## config.mk

```make
export PLATFORM = sky130hd
export DESIGN_NAME = two_wire_sensor_bus_master_flat
export DESIGN_NICKNAME = d
export VERILOG_FILES = /design/src/hw/rtl/tws_pkg.sv /design/src/hw/rtl/tws_ifs.sv /design/src/hw/rtl/tws_cfg_regs.sv /design/src/hw/rtl/tws_seq.sv /design/src/hw/rtl/tws_out_buf.sv /design/src/hw/rtl/two_wire_sensor_bus_master.sv /design/src/flat_wrapper.sv
export SDC_FILE = /design/constraint.sdc
export NUM_CORES = 1
export LEC_CHECK = 0
export ABC_AREA = 1
export BUFFER_PORTS_ARGS = -buffer_cell sky130_fd_sc_hd__buf_2
export CORE_MARGIN = 2
export CORE_UTILIZATION = 55
export DETAILED_ROUTE_END_ITERATION = 8
export MAX_ROUTING_LAYER = met4
export PLACE_DENSITY = 0.78
export SETUP_SLACK_MARGIN = 0.2
export SLEW_MARGIN = 20
export SYNTH_ARGS = -nofsm -noshare
export SYNTH_HDL_FRONTEND = slang
export SYNTH_SLANG_ARGS = --single-unit
export TNS_END_PERCENT = 10
```

## constraint.sdc

```tcl
create_clock -name clk_i -period 4.1 [get_ports clk_i]
set_clock_uncertainty 0.2 [all_clocks]
set_input_delay 0.82 -clock clk_i [delete_from_list [all_inputs] [get_ports clk_i]]
set_output_delay 0.82 -clock clk_i [all_outputs]
set_load 0.02 [all_outputs]
```

## src/hw/rtl/tws_pkg.sv

```systemverilog
package tws_pkg;

  localparam int unsigned FuncW    = 3;
  localparam int unsigned ByteW    = 8;
  localparam int unsigned TimeoutW = 16;
  localparam int unsigned ErrW     = 2;
  localparam int unsigned CfgIdxW  = 4;
  localparam int unsigned CfgDataW = 16;

  // command selector on the request channel
  localparam logic [FuncW-1:0] FUNC_LINK_RESET  = 3'd0;
  localparam logic [FuncW-1:0] FUNC_SOFT_RESET  = 3'd1;
  localparam logic [FuncW-1:0] FUNC_STATUS_RD   = 3'd2;
  localparam logic [FuncW-1:0] FUNC_STATUS_WR   = 3'd3;
  localparam logic [FuncW-1:0] FUNC_MEAS_TEMP   = 3'd4;
  localparam logic [FuncW-1:0] FUNC_MEAS_HUMID  = 3'd5;

  // configuration register indexes
  localparam logic [CfgIdxW-1:0] REG_SHORT_DELAY = 4'd0;
  localparam logic [CfgIdxW-1:0] REG_LONG_DELAY  = 4'd1;
  localparam logic [CfgIdxW-1:0] REG_TIMEOUT     = 4'd2;
  localparam logic [CfgIdxW-1:0] REG_TEMP_CODE   = 4'd3;
  localparam logic [CfgIdxW-1:0] REG_HUMID_CODE  = 4'd4;
  localparam logic [CfgIdxW-1:0] REG_STAT_RD     = 4'd5;
  localparam logic [CfgIdxW-1:0] REG_STAT_WR     = 4'd6;
  localparam logic [CfgIdxW-1:0] REG_SOFT_RST    = 4'd7;

  localparam logic [ByteW-1:0]    SHORT_DELAY_RST = 8'd1;
  localparam logic [ByteW-1:0]    LONG_DELAY_RST  = 8'd5;
  localparam logic [TimeoutW-1:0] TIMEOUT_RST     = 16'hFFFF;
  localparam logic [ByteW-1:0]    TEMP_CODE_RST   = 8'd3;
  localparam logic [ByteW-1:0]    HUMID_CODE_RST  = 8'd5;
  localparam logic [ByteW-1:0]    STAT_RD_RST     = 8'd7;
  localparam logic [ByteW-1:0]    STAT_WR_RST     = 8'd6;
  localparam logic [ByteW-1:0]    SOFT_RST_RST    = 8'd30;

  localparam logic [ErrW-1:0] ERR_MAX = 2'd2;

  typedef struct packed {
    logic [ByteW-1:0]    short_delay;
    logic [ByteW-1:0]    long_delay;
    logic [TimeoutW-1:0] timeout;
    logic [ByteW-1:0]    temp_code;
    logic [ByteW-1:0]    humid_code;
    logic [ByteW-1:0]    stat_rd_code;
    logic [ByteW-1:0]    stat_wr_code;
    logic [ByteW-1:0]    soft_rst_code;
  } cfg_t;

  typedef struct packed {
    logic             sck;
    logic             data_drive_low;
    logic             busy_res;
    logic             done_res;
    logic [ErrW-1:0]  error_count;
    logic [ByteW-1:0] first_byte;
    logic [ByteW-1:0] second_byte;
    logic [ByteW-1:0] checksum_byte;
  } result_t;

endpackage

```

## src/hw/rtl/tws_ifs.sv

```systemverilog
interface tws_in_if;
  logic       valid;
  logic       ready;
  logic       start_req;
  logic [2:0] func;
  logic [7:0] status_value;
  logic       data_in;

  modport source (output valid, start_req, func, status_value, data_in, input ready);
  modport sink   (input valid, start_req, func, status_value, data_in, output ready);
endinterface

interface tws_out_if;
  logic       valid;
  logic       ready;
  logic       sck;
  logic       data_drive_low;
  logic       busy_res;
  logic       done_res;
  logic [1:0] error_count;
  logic [7:0] first_byte;
  logic [7:0] second_byte;
  logic [7:0] checksum_byte;

  modport source (output valid, sck, data_drive_low, busy_res, done_res, error_count,
                  first_byte, second_byte, checksum_byte, input ready);
  modport sink   (input valid, sck, data_drive_low, busy_res, done_res, error_count,
                  first_byte, second_byte, checksum_byte, output ready);
endinterface

interface tws_cfg_if;
  logic        valid;
  logic        ready;
  logic [3:0]  index;
  logic [15:0] data;

  modport source (output valid, index, data, input ready);
  modport sink   (input valid, index, data, output ready);
endinterface

```

## src/hw/rtl/tws_cfg_regs.sv

```systemverilog
module tws_cfg_regs import tws_pkg::*; (
  input  logic                clk_i,
  input  logic                rst_ni,
  input  logic                wr_i,
  input  logic [CfgIdxW-1:0]  idx_i,
  input  logic [CfgDataW-1:0] data_i,
  output cfg_t                cfg_o
);

  cfg_t cfg_q, cfg_d;

  always_comb begin
    cfg_d = cfg_q;
    if (wr_i) begin
      unique case (idx_i)
        REG_SHORT_DELAY: cfg_d.short_delay   = data_i[ByteW-1:0];
        REG_LONG_DELAY:  cfg_d.long_delay    = data_i[ByteW-1:0];
        REG_TIMEOUT:     cfg_d.timeout       = data_i[TimeoutW-1:0];
        REG_TEMP_CODE:   cfg_d.temp_code     = data_i[ByteW-1:0];
        REG_HUMID_CODE:  cfg_d.humid_code    = data_i[ByteW-1:0];
        REG_STAT_RD:     cfg_d.stat_rd_code  = data_i[ByteW-1:0];
        REG_STAT_WR:     cfg_d.stat_wr_code  = data_i[ByteW-1:0];
        REG_SOFT_RST:    cfg_d.soft_rst_code = data_i[ByteW-1:0];
        default:         cfg_d = cfg_q;
      endcase
    end
  end

  always_ff @(posedge clk_i or negedge rst_ni) begin
    if (!rst_ni) begin
      cfg_q.short_delay   <= SHORT_DELAY_RST;
      cfg_q.long_delay    <= LONG_DELAY_RST;
      cfg_q.timeout       <= TIMEOUT_RST;
      cfg_q.temp_code     <= TEMP_CODE_RST;
      cfg_q.humid_code    <= HUMID_CODE_RST;
      cfg_q.stat_rd_code  <= STAT_RD_RST;
      cfg_q.stat_wr_code  <= STAT_WR_RST;
      cfg_q.soft_rst_code <= SOFT_RST_RST;
    end else begin
      cfg_q <= cfg_d;
    end
  end

  assign cfg_o = cfg_q;

endmodule

```

## src/hw/rtl/tws_seq.sv

```systemverilog
module tws_seq import tws_pkg::*; (
  input  logic             clk_i,
  input  logic             rst_ni,
  input  cfg_t             cfg_i,
  input  logic             tick_i,
  input  logic             start_req_i,
  input  logic [FuncW-1:0] func_i,
  input  logic [ByteW-1:0] status_value_i,
  input  logic             data_in_i,
  output result_t          res_o
);

  typedef enum logic [4:0] {
    PH_IDLE    = 5'd0,
    PH_CR_INIT = 5'd1,
    PH_CR_HI   = 5'd2,
    PH_CR_LO   = 5'd3,
    PH_TS1     = 5'd4,
    PH_TS2     = 5'd5,
    PH_TS3     = 5'd6,
    PH_TS4     = 5'd7,
    PH_TS5     = 5'd8,
    PH_TS6     = 5'd9,
    PH_TS7     = 5'd10,
    PH_WB_SET  = 5'd11,
    PH_WB_HI   = 5'd12,
    PH_WB_ASET = 5'd13,
    PH_WB_AHI  = 5'd14,
    PH_WB_ALO  = 5'd15,
    PH_WAIT    = 5'd16,
    PH_RB_HI   = 5'd17,
    PH_RB_LO   = 5'd18,
    PH_RB_ACK  = 5'd19,
    PH_RB_C9   = 5'd20,
    PH_RB_C9LO = 5'd21
  } phase_e;

  localparam logic [3:0] CrPulses = 4'd9;
  localparam logic [3:0] ByteBits = 4'd8;

  function automatic logic [TimeoutW-1:0] load_ticks(phase_e p, cfg_t c);
    logic [TimeoutW-1:0] d;
    unique case (p)
      PH_TS4, PH_WB_HI, PH_RB_C9: d = {{(TimeoutW-ByteW){1'b0}}, c.long_delay};
      PH_WAIT:                    d = c.timeout;
      default:                    d = {{(TimeoutW-ByteW){1'b0}}, c.short_delay};
    endcase
    return (d == '0) ? TimeoutW'(1) : d;
  endfunction

  phase_e              ph_q, ph_d, ph0;
  logic [FuncW-1:0]    op_q, op_d, op0;
  logic [3:0]          bc_q, bc_d, bc0, bc_inc;
  logic [TimeoutW-1:0] dc_q, dc_d, dc0, dec;
  logic [ByteW-1:0]    sr_q, sr_d;
  logic [1:0]          bi_q, bi_d, bi0;
  logic [ByteW-1:0]    rb_q [3];
  logic [ByteW-1:0]    rb_d [3];
  logic [ErrW-1:0]     err_q, err_d, err0;
  logic [ByteW-1:0]    sv_q, sv_d;
  logic                start_go, fire, sck, drv;
  logic [ByteW-1:0]    cmd_code;

  always_comb begin
    unique case (op0)
      FUNC_SOFT_RESET: cmd_code = cfg_i.soft_rst_code;
      FUNC_STATUS_RD:  cmd_code = cfg_i.stat_rd_code;
      FUNC_STATUS_WR:  cmd_code = cfg_i.stat_wr_code;
      FUNC_MEAS_TEMP:  cmd_code = cfg_i.temp_code;
      default:         cmd_code = cfg_i.humid_code;
    endcase
  end

  always_comb begin
    start_go = (ph_q == PH_IDLE) && start_req_i && (func_i <= FUNC_MEAS_HUMID);

    // state as seen after a command start on this tick
    ph0  = ph_q;
    op0  = op_q;
    bc0  = bc_q;
    dc0  = dc_q;
    bi0  = bi_q;
    err0 = err_q;
    sv_d = sv_q;
    for (int i = 0; i < 3; i++) rb_d[i] = rb_q[i];
    if (start_go) begin
      ph0  = (func_i <= FUNC_SOFT_RESET) ? PH_CR_INIT : PH_TS1;
      op0  = func_i;
      bc0  = '0;
      bi0  = '0;
      err0 = '0;
      sv_d = status_value_i;
      dc0  = load_ticks(ph0, cfg_i);
      for (int i = 0; i < 3; i++) rb_d[i] = '0;
    end

    ph_d  = ph0;
    op_d  = op0;
    bc_d  = bc0;
    bi_d  = bi0;
    err_d = err0;
    sr_d  = sr_q;
    dc_d  = dc0;
    sck   = 1'b0;
    drv   = 1'b0;
    fire  = 1'b0;
    bc_inc = bc0 + 4'd1;
    dec   = (dc0 != '0) ? dc0 - TimeoutW'(1) : '0;

    if (ph0 != PH_IDLE) begin
      unique case (ph0)
        PH_CR_HI, PH_TS2, PH_TS3, PH_TS5, PH_TS6,
        PH_WB_HI, PH_WB_AHI, PH_RB_HI, PH_RB_C9: sck = 1'b1;
        default: sck = 1'b0;
      endcase
      unique case (ph0)
        PH_TS3, PH_TS4, PH_TS5:            drv = 1'b1;
        PH_WB_SET, PH_WB_HI:               drv = ~sr_q[ByteW-1];
        PH_RB_ACK, PH_RB_C9, PH_RB_C9LO:   drv = (bi0 != 2'd2);
        default:                           drv = 1'b0;
      endcase

      // the busy wait also ends early when the sensor pulls DATA low
      fire = (dec == '0) || ((ph0 == PH_WAIT) && !data_in_i);
      dc_d = dec;

      if (fire) begin
        unique case (ph0)
          PH_CR_INIT: begin
            bc_d = '0;
            ph_d = PH_CR_HI;
          end
          PH_CR_HI: ph_d = PH_CR_LO;
          PH_CR_LO: begin
            bc_d = bc_inc;
            ph_d = (bc_inc < CrPulses) ? PH_CR_HI : PH_TS1;
          end
          PH_TS1: ph_d = PH_TS2;
          PH_TS2: ph_d = PH_TS3;
          PH_TS3: ph_d = PH_TS4;
          PH_TS4: ph_d = PH_TS5;
          PH_TS5: ph_d = PH_TS6;
          PH_TS6: ph_d = PH_TS7;
          PH_TS7: begin
            if (op0 == FUNC_LINK_RESET) begin
              ph_d = PH_IDLE;
            end else begin
              bi_d = '0;
              sr_d = cmd_code;
              bc_d = '0;
              ph_d = PH_WB_SET;
            end
          end
          PH_WB_SET: ph_d = PH_WB_HI;
          PH_WB_HI: begin
            sr_d = {sr_q[ByteW-2:0], 1'b0};
            bc_d = bc_inc;
            ph_d = (bc_inc < ByteBits) ? PH_WB_SET : PH_WB_ASET;
          end
          PH_WB_ASET: ph_d = PH_WB_AHI;
          PH_WB_AHI: begin
            if (data_in_i && err0 < ERR_MAX) err_d = err0 + ErrW'(1);
            ph_d = PH_WB_ALO;
          end
          PH_WB_ALO: begin
            if (op0 == FUNC_STATUS_WR && bi0 == 2'd0) begin
              bi_d = 2'd1;
              sr_d = sv_q;
              bc_d = '0;
              ph_d = PH_WB_SET;
            end else if (op0 == FUNC_SOFT_RESET || op0 == FUNC_STATUS_WR) begin
              ph_d = PH_IDLE;
            end else if (op0 == FUNC_STATUS_RD) begin
              bi_d = '0;
              sr_d = '0;
              bc_d = '0;
              ph_d = PH_RB_HI;
            end else begin
              bi_d = '0;
              ph_d = PH_WAIT;
            end
          end
          PH_WAIT: begin
            // timeout with DATA still high counts one error
            if (data_in_i && err0 < ERR_MAX) err_d = err0 + ErrW'(1);
            sr_d = '0;
            bc_d = '0;
            ph_d = PH_RB_HI;
          end
          PH_RB_HI: begin
            sr_d = {sr_q[ByteW-2:0], data_in_i};
            ph_d = PH_RB_LO;
          end
          PH_RB_LO: begin
            bc_d = bc_inc;
            if (bc_inc < ByteBits) begin
              ph_d = PH_RB_HI;
            end else begin
              if (bi0 != 2'd3) rb_d[bi0] = sr_q;
              ph_d = (bi0 != 2'd2) ? PH_RB_ACK : PH_RB_C9;
            end
          end
          PH_RB_ACK: ph_d = PH_RB_C9;
          PH_RB_C9:  ph_d = PH_RB_C9LO;
          PH_RB_C9LO: begin
            if (bi0 >= 2'd2) begin
              ph_d = PH_IDLE;
            end else begin
              bi_d = (op0 == FUNC_STATUS_RD) ? 2'd2 : bi0 + 2'd1;
              sr_d = '0;
              bc_d = '0;
              ph_d = PH_RB_HI;
            end
          end
          default: ph_d = PH_IDLE;
        endcase
        dc_d = (ph_d == PH_IDLE) ? '0 : load_ticks(ph_d, cfg_i);
      end
    end
  end

  always_ff @(posedge clk_i or negedge rst_ni) begin
    if (!rst_ni) begin
      ph_q  <= PH_IDLE;
      op_q  <= '0;
      bc_q  <= '0;
      dc_q  <= '0;
      sr_q  <= '0;
      bi_q  <= '0;
      err_q <= '0;
      sv_q  <= '0;
      for (int i = 0; i < 3; i++) rb_q[i] <= '0;
    end else if (tick_i) begin
      ph_q  <= ph_d;
      op_q  <= op_d;
      bc_q  <= bc_d;
      dc_q  <= dc_d;
      sr_q  <= sr_d;
      bi_q  <= bi_d;
      err_q <= err_d;
      sv_q  <= sv_d;
      for (int i = 0; i < 3; i++) rb_q[i] <= rb_d[i];
    end
  end

  always_comb begin
    res_o.sck            = sck;
    res_o.data_drive_low = drv;
    res_o.busy_res       = (ph_d != PH_IDLE);
    res_o.done_res       = fire && (ph_d == PH_IDLE);
    res_o.error_count    = err_d;
    res_o.first_byte     = rb_d[0];
    res_o.second_byte    = rb_d[1];
    res_o.checksum_byte  = rb_d[2];
  end

endmodule

```

## src/hw/rtl/tws_out_buf.sv

```systemverilog
module tws_out_buf import tws_pkg::*; (
  input  logic    clk_i,
  input  logic    rst_ni,
  input  logic    push_i,
  input  result_t data_i,
  output logic    ready_o,
  output logic    valid_o,
  input  logic    pop_i,
  output result_t data_o
);

  // output register plus one skid entry
  logic    out_vld_q, out_vld_d, skid_vld_q, skid_vld_d;
  result_t out_q, out_d, skid_q, skid_d;

  always_comb begin
    out_vld_d  = out_vld_q;
    skid_vld_d = skid_vld_q;
    out_d      = out_q;
    skid_d     = skid_q;
    if (pop_i) begin
      out_vld_d = skid_vld_q;
      out_d     = skid_q;
      skid_vld_d = 1'b0;
    end
    if (push_i) begin
      if (!out_vld_d) begin
        out_vld_d = 1'b1;
        out_d     = data_i;
      end else begin
        skid_vld_d = 1'b1;
        skid_d     = data_i;
      end
    end
  end

  always_ff @(posedge clk_i or negedge rst_ni) begin
    if (!rst_ni) begin
      out_vld_q  <= 1'b0;
      skid_vld_q <= 1'b0;
    end else begin
      out_vld_q  <= out_vld_d;
      skid_vld_q <= skid_vld_d;
    end
  end

  always_ff @(posedge clk_i) begin
    out_q  <= out_d;
    skid_q <= skid_d;
  end

  assign ready_o = !skid_vld_q;
  assign valid_o = out_vld_q;
  assign data_o  = out_q;

endmodule

```

## src/hw/rtl/two_wire_sensor_bus_master.sv

```systemverilog
// channel    dir  handshake      payload
// in_chan_i  in   valid/ready    start_req, func, status_value, data_in
// out_chan_o out  valid/ready    sck, data_drive_low, busy_res, done_res, error_count,
//                                first_byte, second_byte, checksum_byte
// cfg_chan_i in   valid/ready    index, data (ready is always high)
//
// One request per clock while the skid entry is free; each request is one bus tick and
// yields one result, kept in the output register or, if that is full, the skid entry.
// Output register plus a skid entry: input stalls only when both are full.
// rst_ni clears sequencer, config (to defaults) and the output valid flags.
module two_wire_sensor_bus_master import tws_pkg::*; (
  input logic          clk_i,
  input logic          rst_ni,
  tws_in_if.sink       in_chan_i,
  tws_out_if.source    out_chan_o,
  tws_cfg_if.sink      cfg_chan_i
);

  cfg_t    cfg;
  result_t res, res_q;
  logic    tick, buf_ready;

  assign cfg_chan_i.ready = 1'b1;
  assign in_chan_i.ready  = buf_ready;
  assign tick             = in_chan_i.valid && buf_ready;

  tws_cfg_regs u_cfg (
    .clk_i  (clk_i),
    .rst_ni (rst_ni),
    .wr_i   (cfg_chan_i.valid),
    .idx_i  (cfg_chan_i.index),
    .data_i (cfg_chan_i.data),
    .cfg_o  (cfg)
  );

  tws_seq u_seq (
    .clk_i          (clk_i),
    .rst_ni         (rst_ni),
    .cfg_i          (cfg),
    .tick_i         (tick),
    .start_req_i    (in_chan_i.start_req),
    .func_i         (in_chan_i.func),
    .status_value_i (in_chan_i.status_value),
    .data_in_i      (in_chan_i.data_in),
    .res_o          (res)
  );

  tws_out_buf u_obuf (
    .clk_i   (clk_i),
    .rst_ni  (rst_ni),
    .push_i  (tick),
    .data_i  (res),
    .ready_o (buf_ready),
    .valid_o (out_chan_o.valid),
    .pop_i   (out_chan_o.valid && out_chan_o.ready),
    .data_o  (res_q)
  );

  assign out_chan_o.sck            = res_q.sck;
  assign out_chan_o.data_drive_low = res_q.data_drive_low;
  assign out_chan_o.busy_res       = res_q.busy_res;
  assign out_chan_o.done_res       = res_q.done_res;
  assign out_chan_o.error_count    = res_q.error_count;
  assign out_chan_o.first_byte     = res_q.first_byte;
  assign out_chan_o.second_byte    = res_q.second_byte;
  assign out_chan_o.checksum_byte  = res_q.checksum_byte;

endmodule
```

## src/flat_wrapper.sv

```systemverilog
// flat-port wrapper written by rule: the top's interface ports become plain ports
module two_wire_sensor_bus_master_flat import tws_pkg::*;
  (clk_i, rst_ni, in_chan_i_valid, in_chan_i_start_req, in_chan_i_func, in_chan_i_status_value, in_chan_i_data_in, in_chan_i_ready, out_chan_o_valid, out_chan_o_sck, out_chan_o_data_drive_low, out_chan_o_busy_res, out_chan_o_done_res, out_chan_o_error_count, out_chan_o_first_byte, out_chan_o_second_byte, out_chan_o_checksum_byte, out_chan_o_ready, cfg_chan_i_valid, cfg_chan_i_index, cfg_chan_i_data, cfg_chan_i_ready);
  tws_in_if in_chan_i_i ();
  tws_out_if out_chan_o_i ();
  tws_cfg_if cfg_chan_i_i ();
  input logic clk_i;
  input logic rst_ni;
  input wire logic [$bits(in_chan_i_i.valid)-1:0] in_chan_i_valid;
  input wire logic [$bits(in_chan_i_i.start_req)-1:0] in_chan_i_start_req;
  input wire logic [$bits(in_chan_i_i.func)-1:0] in_chan_i_func;
  input wire logic [$bits(in_chan_i_i.status_value)-1:0] in_chan_i_status_value;
  input wire logic [$bits(in_chan_i_i.data_in)-1:0] in_chan_i_data_in;
  output wire logic [$bits(in_chan_i_i.ready)-1:0] in_chan_i_ready;
  output wire logic [$bits(out_chan_o_i.valid)-1:0] out_chan_o_valid;
  output wire logic [$bits(out_chan_o_i.sck)-1:0] out_chan_o_sck;
  output wire logic [$bits(out_chan_o_i.data_drive_low)-1:0] out_chan_o_data_drive_low;
  output wire logic [$bits(out_chan_o_i.busy_res)-1:0] out_chan_o_busy_res;
  output wire logic [$bits(out_chan_o_i.done_res)-1:0] out_chan_o_done_res;
  output wire logic [$bits(out_chan_o_i.error_count)-1:0] out_chan_o_error_count;
  output wire logic [$bits(out_chan_o_i.first_byte)-1:0] out_chan_o_first_byte;
  output wire logic [$bits(out_chan_o_i.second_byte)-1:0] out_chan_o_second_byte;
  output wire logic [$bits(out_chan_o_i.checksum_byte)-1:0] out_chan_o_checksum_byte;
  input wire logic [$bits(out_chan_o_i.ready)-1:0] out_chan_o_ready;
  input wire logic [$bits(cfg_chan_i_i.valid)-1:0] cfg_chan_i_valid;
  input wire logic [$bits(cfg_chan_i_i.index)-1:0] cfg_chan_i_index;
  input wire logic [$bits(cfg_chan_i_i.data)-1:0] cfg_chan_i_data;
  output wire logic [$bits(cfg_chan_i_i.ready)-1:0] cfg_chan_i_ready;
  assign in_chan_i_i.valid = in_chan_i_valid;
  assign in_chan_i_i.start_req = in_chan_i_start_req;
  assign in_chan_i_i.func = in_chan_i_func;
  assign in_chan_i_i.status_value = in_chan_i_status_value;
  assign in_chan_i_i.data_in = in_chan_i_data_in;
  assign in_chan_i_ready = in_chan_i_i.ready;
  assign out_chan_o_valid = out_chan_o_i.valid;
  assign out_chan_o_sck = out_chan_o_i.sck;
  assign out_chan_o_data_drive_low = out_chan_o_i.data_drive_low;
  assign out_chan_o_busy_res = out_chan_o_i.busy_res;
  assign out_chan_o_done_res = out_chan_o_i.done_res;
  assign out_chan_o_error_count = out_chan_o_i.error_count;
  assign out_chan_o_first_byte = out_chan_o_i.first_byte;
  assign out_chan_o_second_byte = out_chan_o_i.second_byte;
  assign out_chan_o_checksum_byte = out_chan_o_i.checksum_byte;
  assign out_chan_o_i.ready = out_chan_o_ready;
  assign cfg_chan_i_i.valid = cfg_chan_i_valid;
  assign cfg_chan_i_i.index = cfg_chan_i_index;
  assign cfg_chan_i_i.data = cfg_chan_i_data;
  assign cfg_chan_i_ready = cfg_chan_i_i.ready;
  two_wire_sensor_bus_master u_core (.clk_i(clk_i), .rst_ni(rst_ni), .in_chan_i(in_chan_i_i), .out_chan_o(out_chan_o_i), .cfg_chan_i(cfg_chan_i_i));
endmodule
```

==> summary.md <==
| Metric | Value |
|---|---|
| Remaining global-route overflow | 0 |
| Busiest layer in global routing | met2 |
| Mapped Nets | 1484 |
| Required @ worst endpoint | 4300 ps |
| Critical path's slowest cell | dfrtp_2 |
| Full die area | 0.02123 sq mm |
| NetSw | 1.105 mW |
| RSZ-0062 raised after global routing | true |
| Worst-Margin Slew | 999.4 ps |
| Initial Util | 56.38% |
| Met1 usage in global routing | 40.08% |
| VDD IR-drop max | 0.0002792 V |
| Post-synth ARST share | 70.87% |
| Delay-heaviest family, CP | simple AND/OR/NAND/NOR gates |
| Area grow syn2layout | 22.51% |
| Hold Path Class | in -> async |
| Slowest Stage Delay on Critical Path | 440 ps |
| Ys Warns | 0 |
| Max_slew headroom | 33.30% |
| Final Instance Area | 0.01353 sq mm |
| Placed Cells | 1857 |
| Post-synthesis mux area share | 0.7136% |
| Final setup fails | 0 |
| Proportion of power drawn by combinational gates | 6.9% |
| CTS tree | built |
| Synth Area in Compound Gates | 15.86% |
| Area leader, netlist | dfrtp_1 |
| Die Height | 145.7 um |
| P per Cell Area | 336.3 mW/mm^2 |
| Top achievable clock speed | 267.6 MHz |
| Routed vias | 10320 |
| Router iterations before antenna repair | 5 |
| First-pass GRT wire length | 49.68 mm |
| Hold buffer count at cts | 0 |
| Gr usage total | 29.30% |
| Worst skew pair latency | 510 ps |
| Final TNS setup | 0 ps |
| Sequential group share of total power | 51.8% |
| Area contributors post-synth | dfrtp_1 (26%), nand2_1 (16%), edfxtp_1 (8.2%) |
| Final Cycle Share | 91.15% |
| Crit path buffers/inverters | 6 |
| Crit-path most repeated cell | nor2_1 |
| Met3 GRT Util | 2.633% |
| Startpoint Class | register |
| Final Max Slew Viols | 0 |
| Final hold vios | 0 |
| Initial antenna violation count | 0 |
| Largest family of logic cells by synthesized area | simple AND/OR/NAND/NOR gates |
| Hold WS | 127.7 ps |
| Post-synth EDFFs | 30 |
| Count leader, synth | nand2_1 |
| Drt drc | 0 |
| Core Region | 0.01959 sq mm |
| Clock slew at reported path FFs | 70 ps |
| Switching part of the total | 24.28% |
| Clk sinks | 206 |
| Mapped Avg Cell Area | 7.687 sq um |
| Wire length per cell | 15.85 um |
| Layout cells sized above 1 | 24.17% |
| Num CTS Buffers | 22 |
| Yosys top cell area share | 25.83% |
| CTS root buf | clkbuf_16 |
| Tmin final | 3737 ps |
| P_leak | 6.487 nW |
| Xor and xnor fraction of the mapped netlist area | 0.3965% |
| Post CTS Setup Buffer Count | 0 |
| Synth Area in Adders | 1.019% |
| Share of power burned in the clock network | 41.3% |
| CP Class | reg -> reg |
| Synth Instances | 1437 |
| DR iter-0 viols | 792 |
| Final wirelength | 30.11 mm |
| Largest net degree at the start of global routing | 84 |
| Detailed Place HPWL | 21.57 mm |
| Final nets | 1665 |
| Fill cells | 1659 |
| Status | completed |
| CTS H-tree lvls | 1 |
| PortBufs | 69 |
| Clock Tree Buf Depth | 3 |
| Sequential fraction of the synthesis area | 47.03% |
| Diode count | 0 |
| FF+latch count, synth | 206 |
| Vias per cell | 5.434 |
| Crit Path Max Fanout | 10 |
| Placer's final routability congestion estimate | 0.9734 |
| GRT met2 Usage | 47.64% |
| Max cap viols | 0 |
| Worst setup EP type | register |
| Cell Area, Synth | 0.01105 sq mm |
| Pint | 3.446 mW |
| Synth cell count leaders | nand2_1 (460), o21ai_0 (176), inv_1 (131), dfrtp_1 (114), nor2_1 (104) |
| Post-route ant nets | 0 |
| # IOs | 71 |
| Vias in the first global route | 9835 |
| Layout Cells excl Fill | 1899 |
| Simple logic cell fraction of the synthesized area | 27.42% |
| Area after DPL | 0.01265 sq mm |
| WP data arrival | 3940 ps |
| Die span in x | 145.7 um |
| Post-synthesis cell type count | 51 |
| Ys flop type | dfrtp_1 |
| FP Rows | 51 |
-- power groups by stage --
stage | Combinational, mW | Sequential, mW | Clock, mW
final | 0.312 | 2.36 | 1.88
after global routing | 0.361 | 2.38 | 1.99
after CTS | 0.314 | 2.36 | 1.91
after detailed placement | 0.311 | 2.39 | 0
after global placement | 0.296 | 2.39 | 0
after floorplan | 0.194 | 2.36 | 0
-- per-layer routing --
metal / share of wire (%) / vias up / wire length [um]
met5: 0 / - / 0
met2: 48 / 274 / 14330
li1: - / 5096 / -
met3: 4.5 / 59 / 1363
met1: 45 / 4891 / 13650
met4: 2.5 / 0 / 765
-- state kept, by name (all words and copies together) (netlist names) --
name                      cells
u_core.u_seq.bi_q             2
u_core.u_seq.dc_q            16
u_core.u_cfg.cfg_o           72
u_core.u_seq.bc_q             4
u_core.u_seq.err_q            2
u_core.u_obuf.skid_q         30
u_core.u_seq.rb_q            24
u_core.u_obuf.data_o         30
u_core.u_obuf.skid_vld_q      1
u_core.u_seq.op_q             3
u_core.u_seq.sr_q             8
u_core.u_seq.ph_q             5
u_core.u_obuf.valid_o         1
u_core.u_seq.sv_q             8
-- logic make-up (layout without fill, tap and decap cells) --
family          after synthesis  in the layout
simple gates                711            712
compound gates              301            301
flops                       206            206
buf+inv                     197            393
fa+ha+maj                     9              9
mux                           7              7
xor+xnor                      5              5
other cells                   1              1
-- repair_timing --
| action | in CTS | in global routing |
|---|---|---|
| gates resized for setup | 6 | 48 |
| setup endpoints to repair | 11 | 97 |
| gates cloned | 0 | 2 |
| pin swaps | 0 | 13 |
-- cells in the final DEF, fill, tap and decap left out, drive strengths merged, types with 17 or more instances in the layout --
cell / instances
nand2: 478
buf: 212
o21ai: 201
inv: 138
nor2: 116
dfrtp: 114
nand3: 80
a21oi: 34
dfstp: 32
dfxtp: 30
edfxtp: 30
clkbuf: 28
nand4: 19
o211ai: 17
-- final timing paths --
| path | cells after the start | slack (ps) | startpoint | end |
|---|---|---|---|---|
| min in group clk_i | 2 | 280 | u_core.u_obuf.data_o[29] | u_core.u_obuf.data_o[29] |
| setup / recovery | 25 | 360 | u_core.u_seq.ph_q[3] | u_core.u_obuf.data_o[3] |
| setup reg to reg | 25 | 360 | u_core.u_seq.ph_q[3] | u_core.u_obuf.data_o[3] |
| hold reg to reg | 2 | 280 | u_core.u_obuf.data_o[29] | u_core.u_obuf.data_o[29] |
| max in group asynchronous | 2 | 2730 | rst_ni | u_core.u_cfg.cfg_o[52] |
| hold / removal | 1 | 130 | rst_ni | u_core.u_obuf.skid_vld_q |
-- metrics by stage --
| step | power [mW] | setup slack (ps) | util [%] |
|---|---|---|---|
| after floorplan | 2.555 | 146.7 | - |
| after global placement | 2.683 | -220.5 | 64.55 |
| after detailed placement | 2.705 | -267.1 | 64.55 |
| after CTS | 4.584 | 212.3 | 68.19 |
| after global routing | 4.727 | 105.1 | 69.07 |
| final | 4.551 | 362.9 | 69.07 |
-- worst register-to-register path, stage by stage (launching register included) --
cell       delay, ps
dfrtp_2          440
inv_6            110
nand2_2           90
nor2_4           150
nand2_4          110
buf_4            170
o21ai_2          120
buf_4            140
nand2_1           70
nor2_1           120
inv_1             80
nor2_2           100
nand2_1           50
nand2_1           60
nor2_1            50
nor2_1           150
nand3_1          100
nor2_1           130
nand3_2          120
nand2_4          130
nand2_4           80
buf_4            160
nor3_4           220
clkbuf_16        220
o21ai_2           80
o21a_1           180
-- final cells by class --
| type | count | area [sq um] | area share, % |
|---|---|---|---|
| clock buffers | 27 | 600.6 | 4.438 |
| clock inverters | 13 | 85.08 | 0.6288 |
| inverters | 140 | 541.8 | 4.004 |
| multi-input cells | 1035 | 5255 | 38.84 |
| flip-flops and latches | 206 | 5197 | 38.41 |
| well taps | 265 | 331.6 | 2.450 |
| repair buffers | 213 | 1520 | 11.23 |
(Power assumes the default switching activity.)
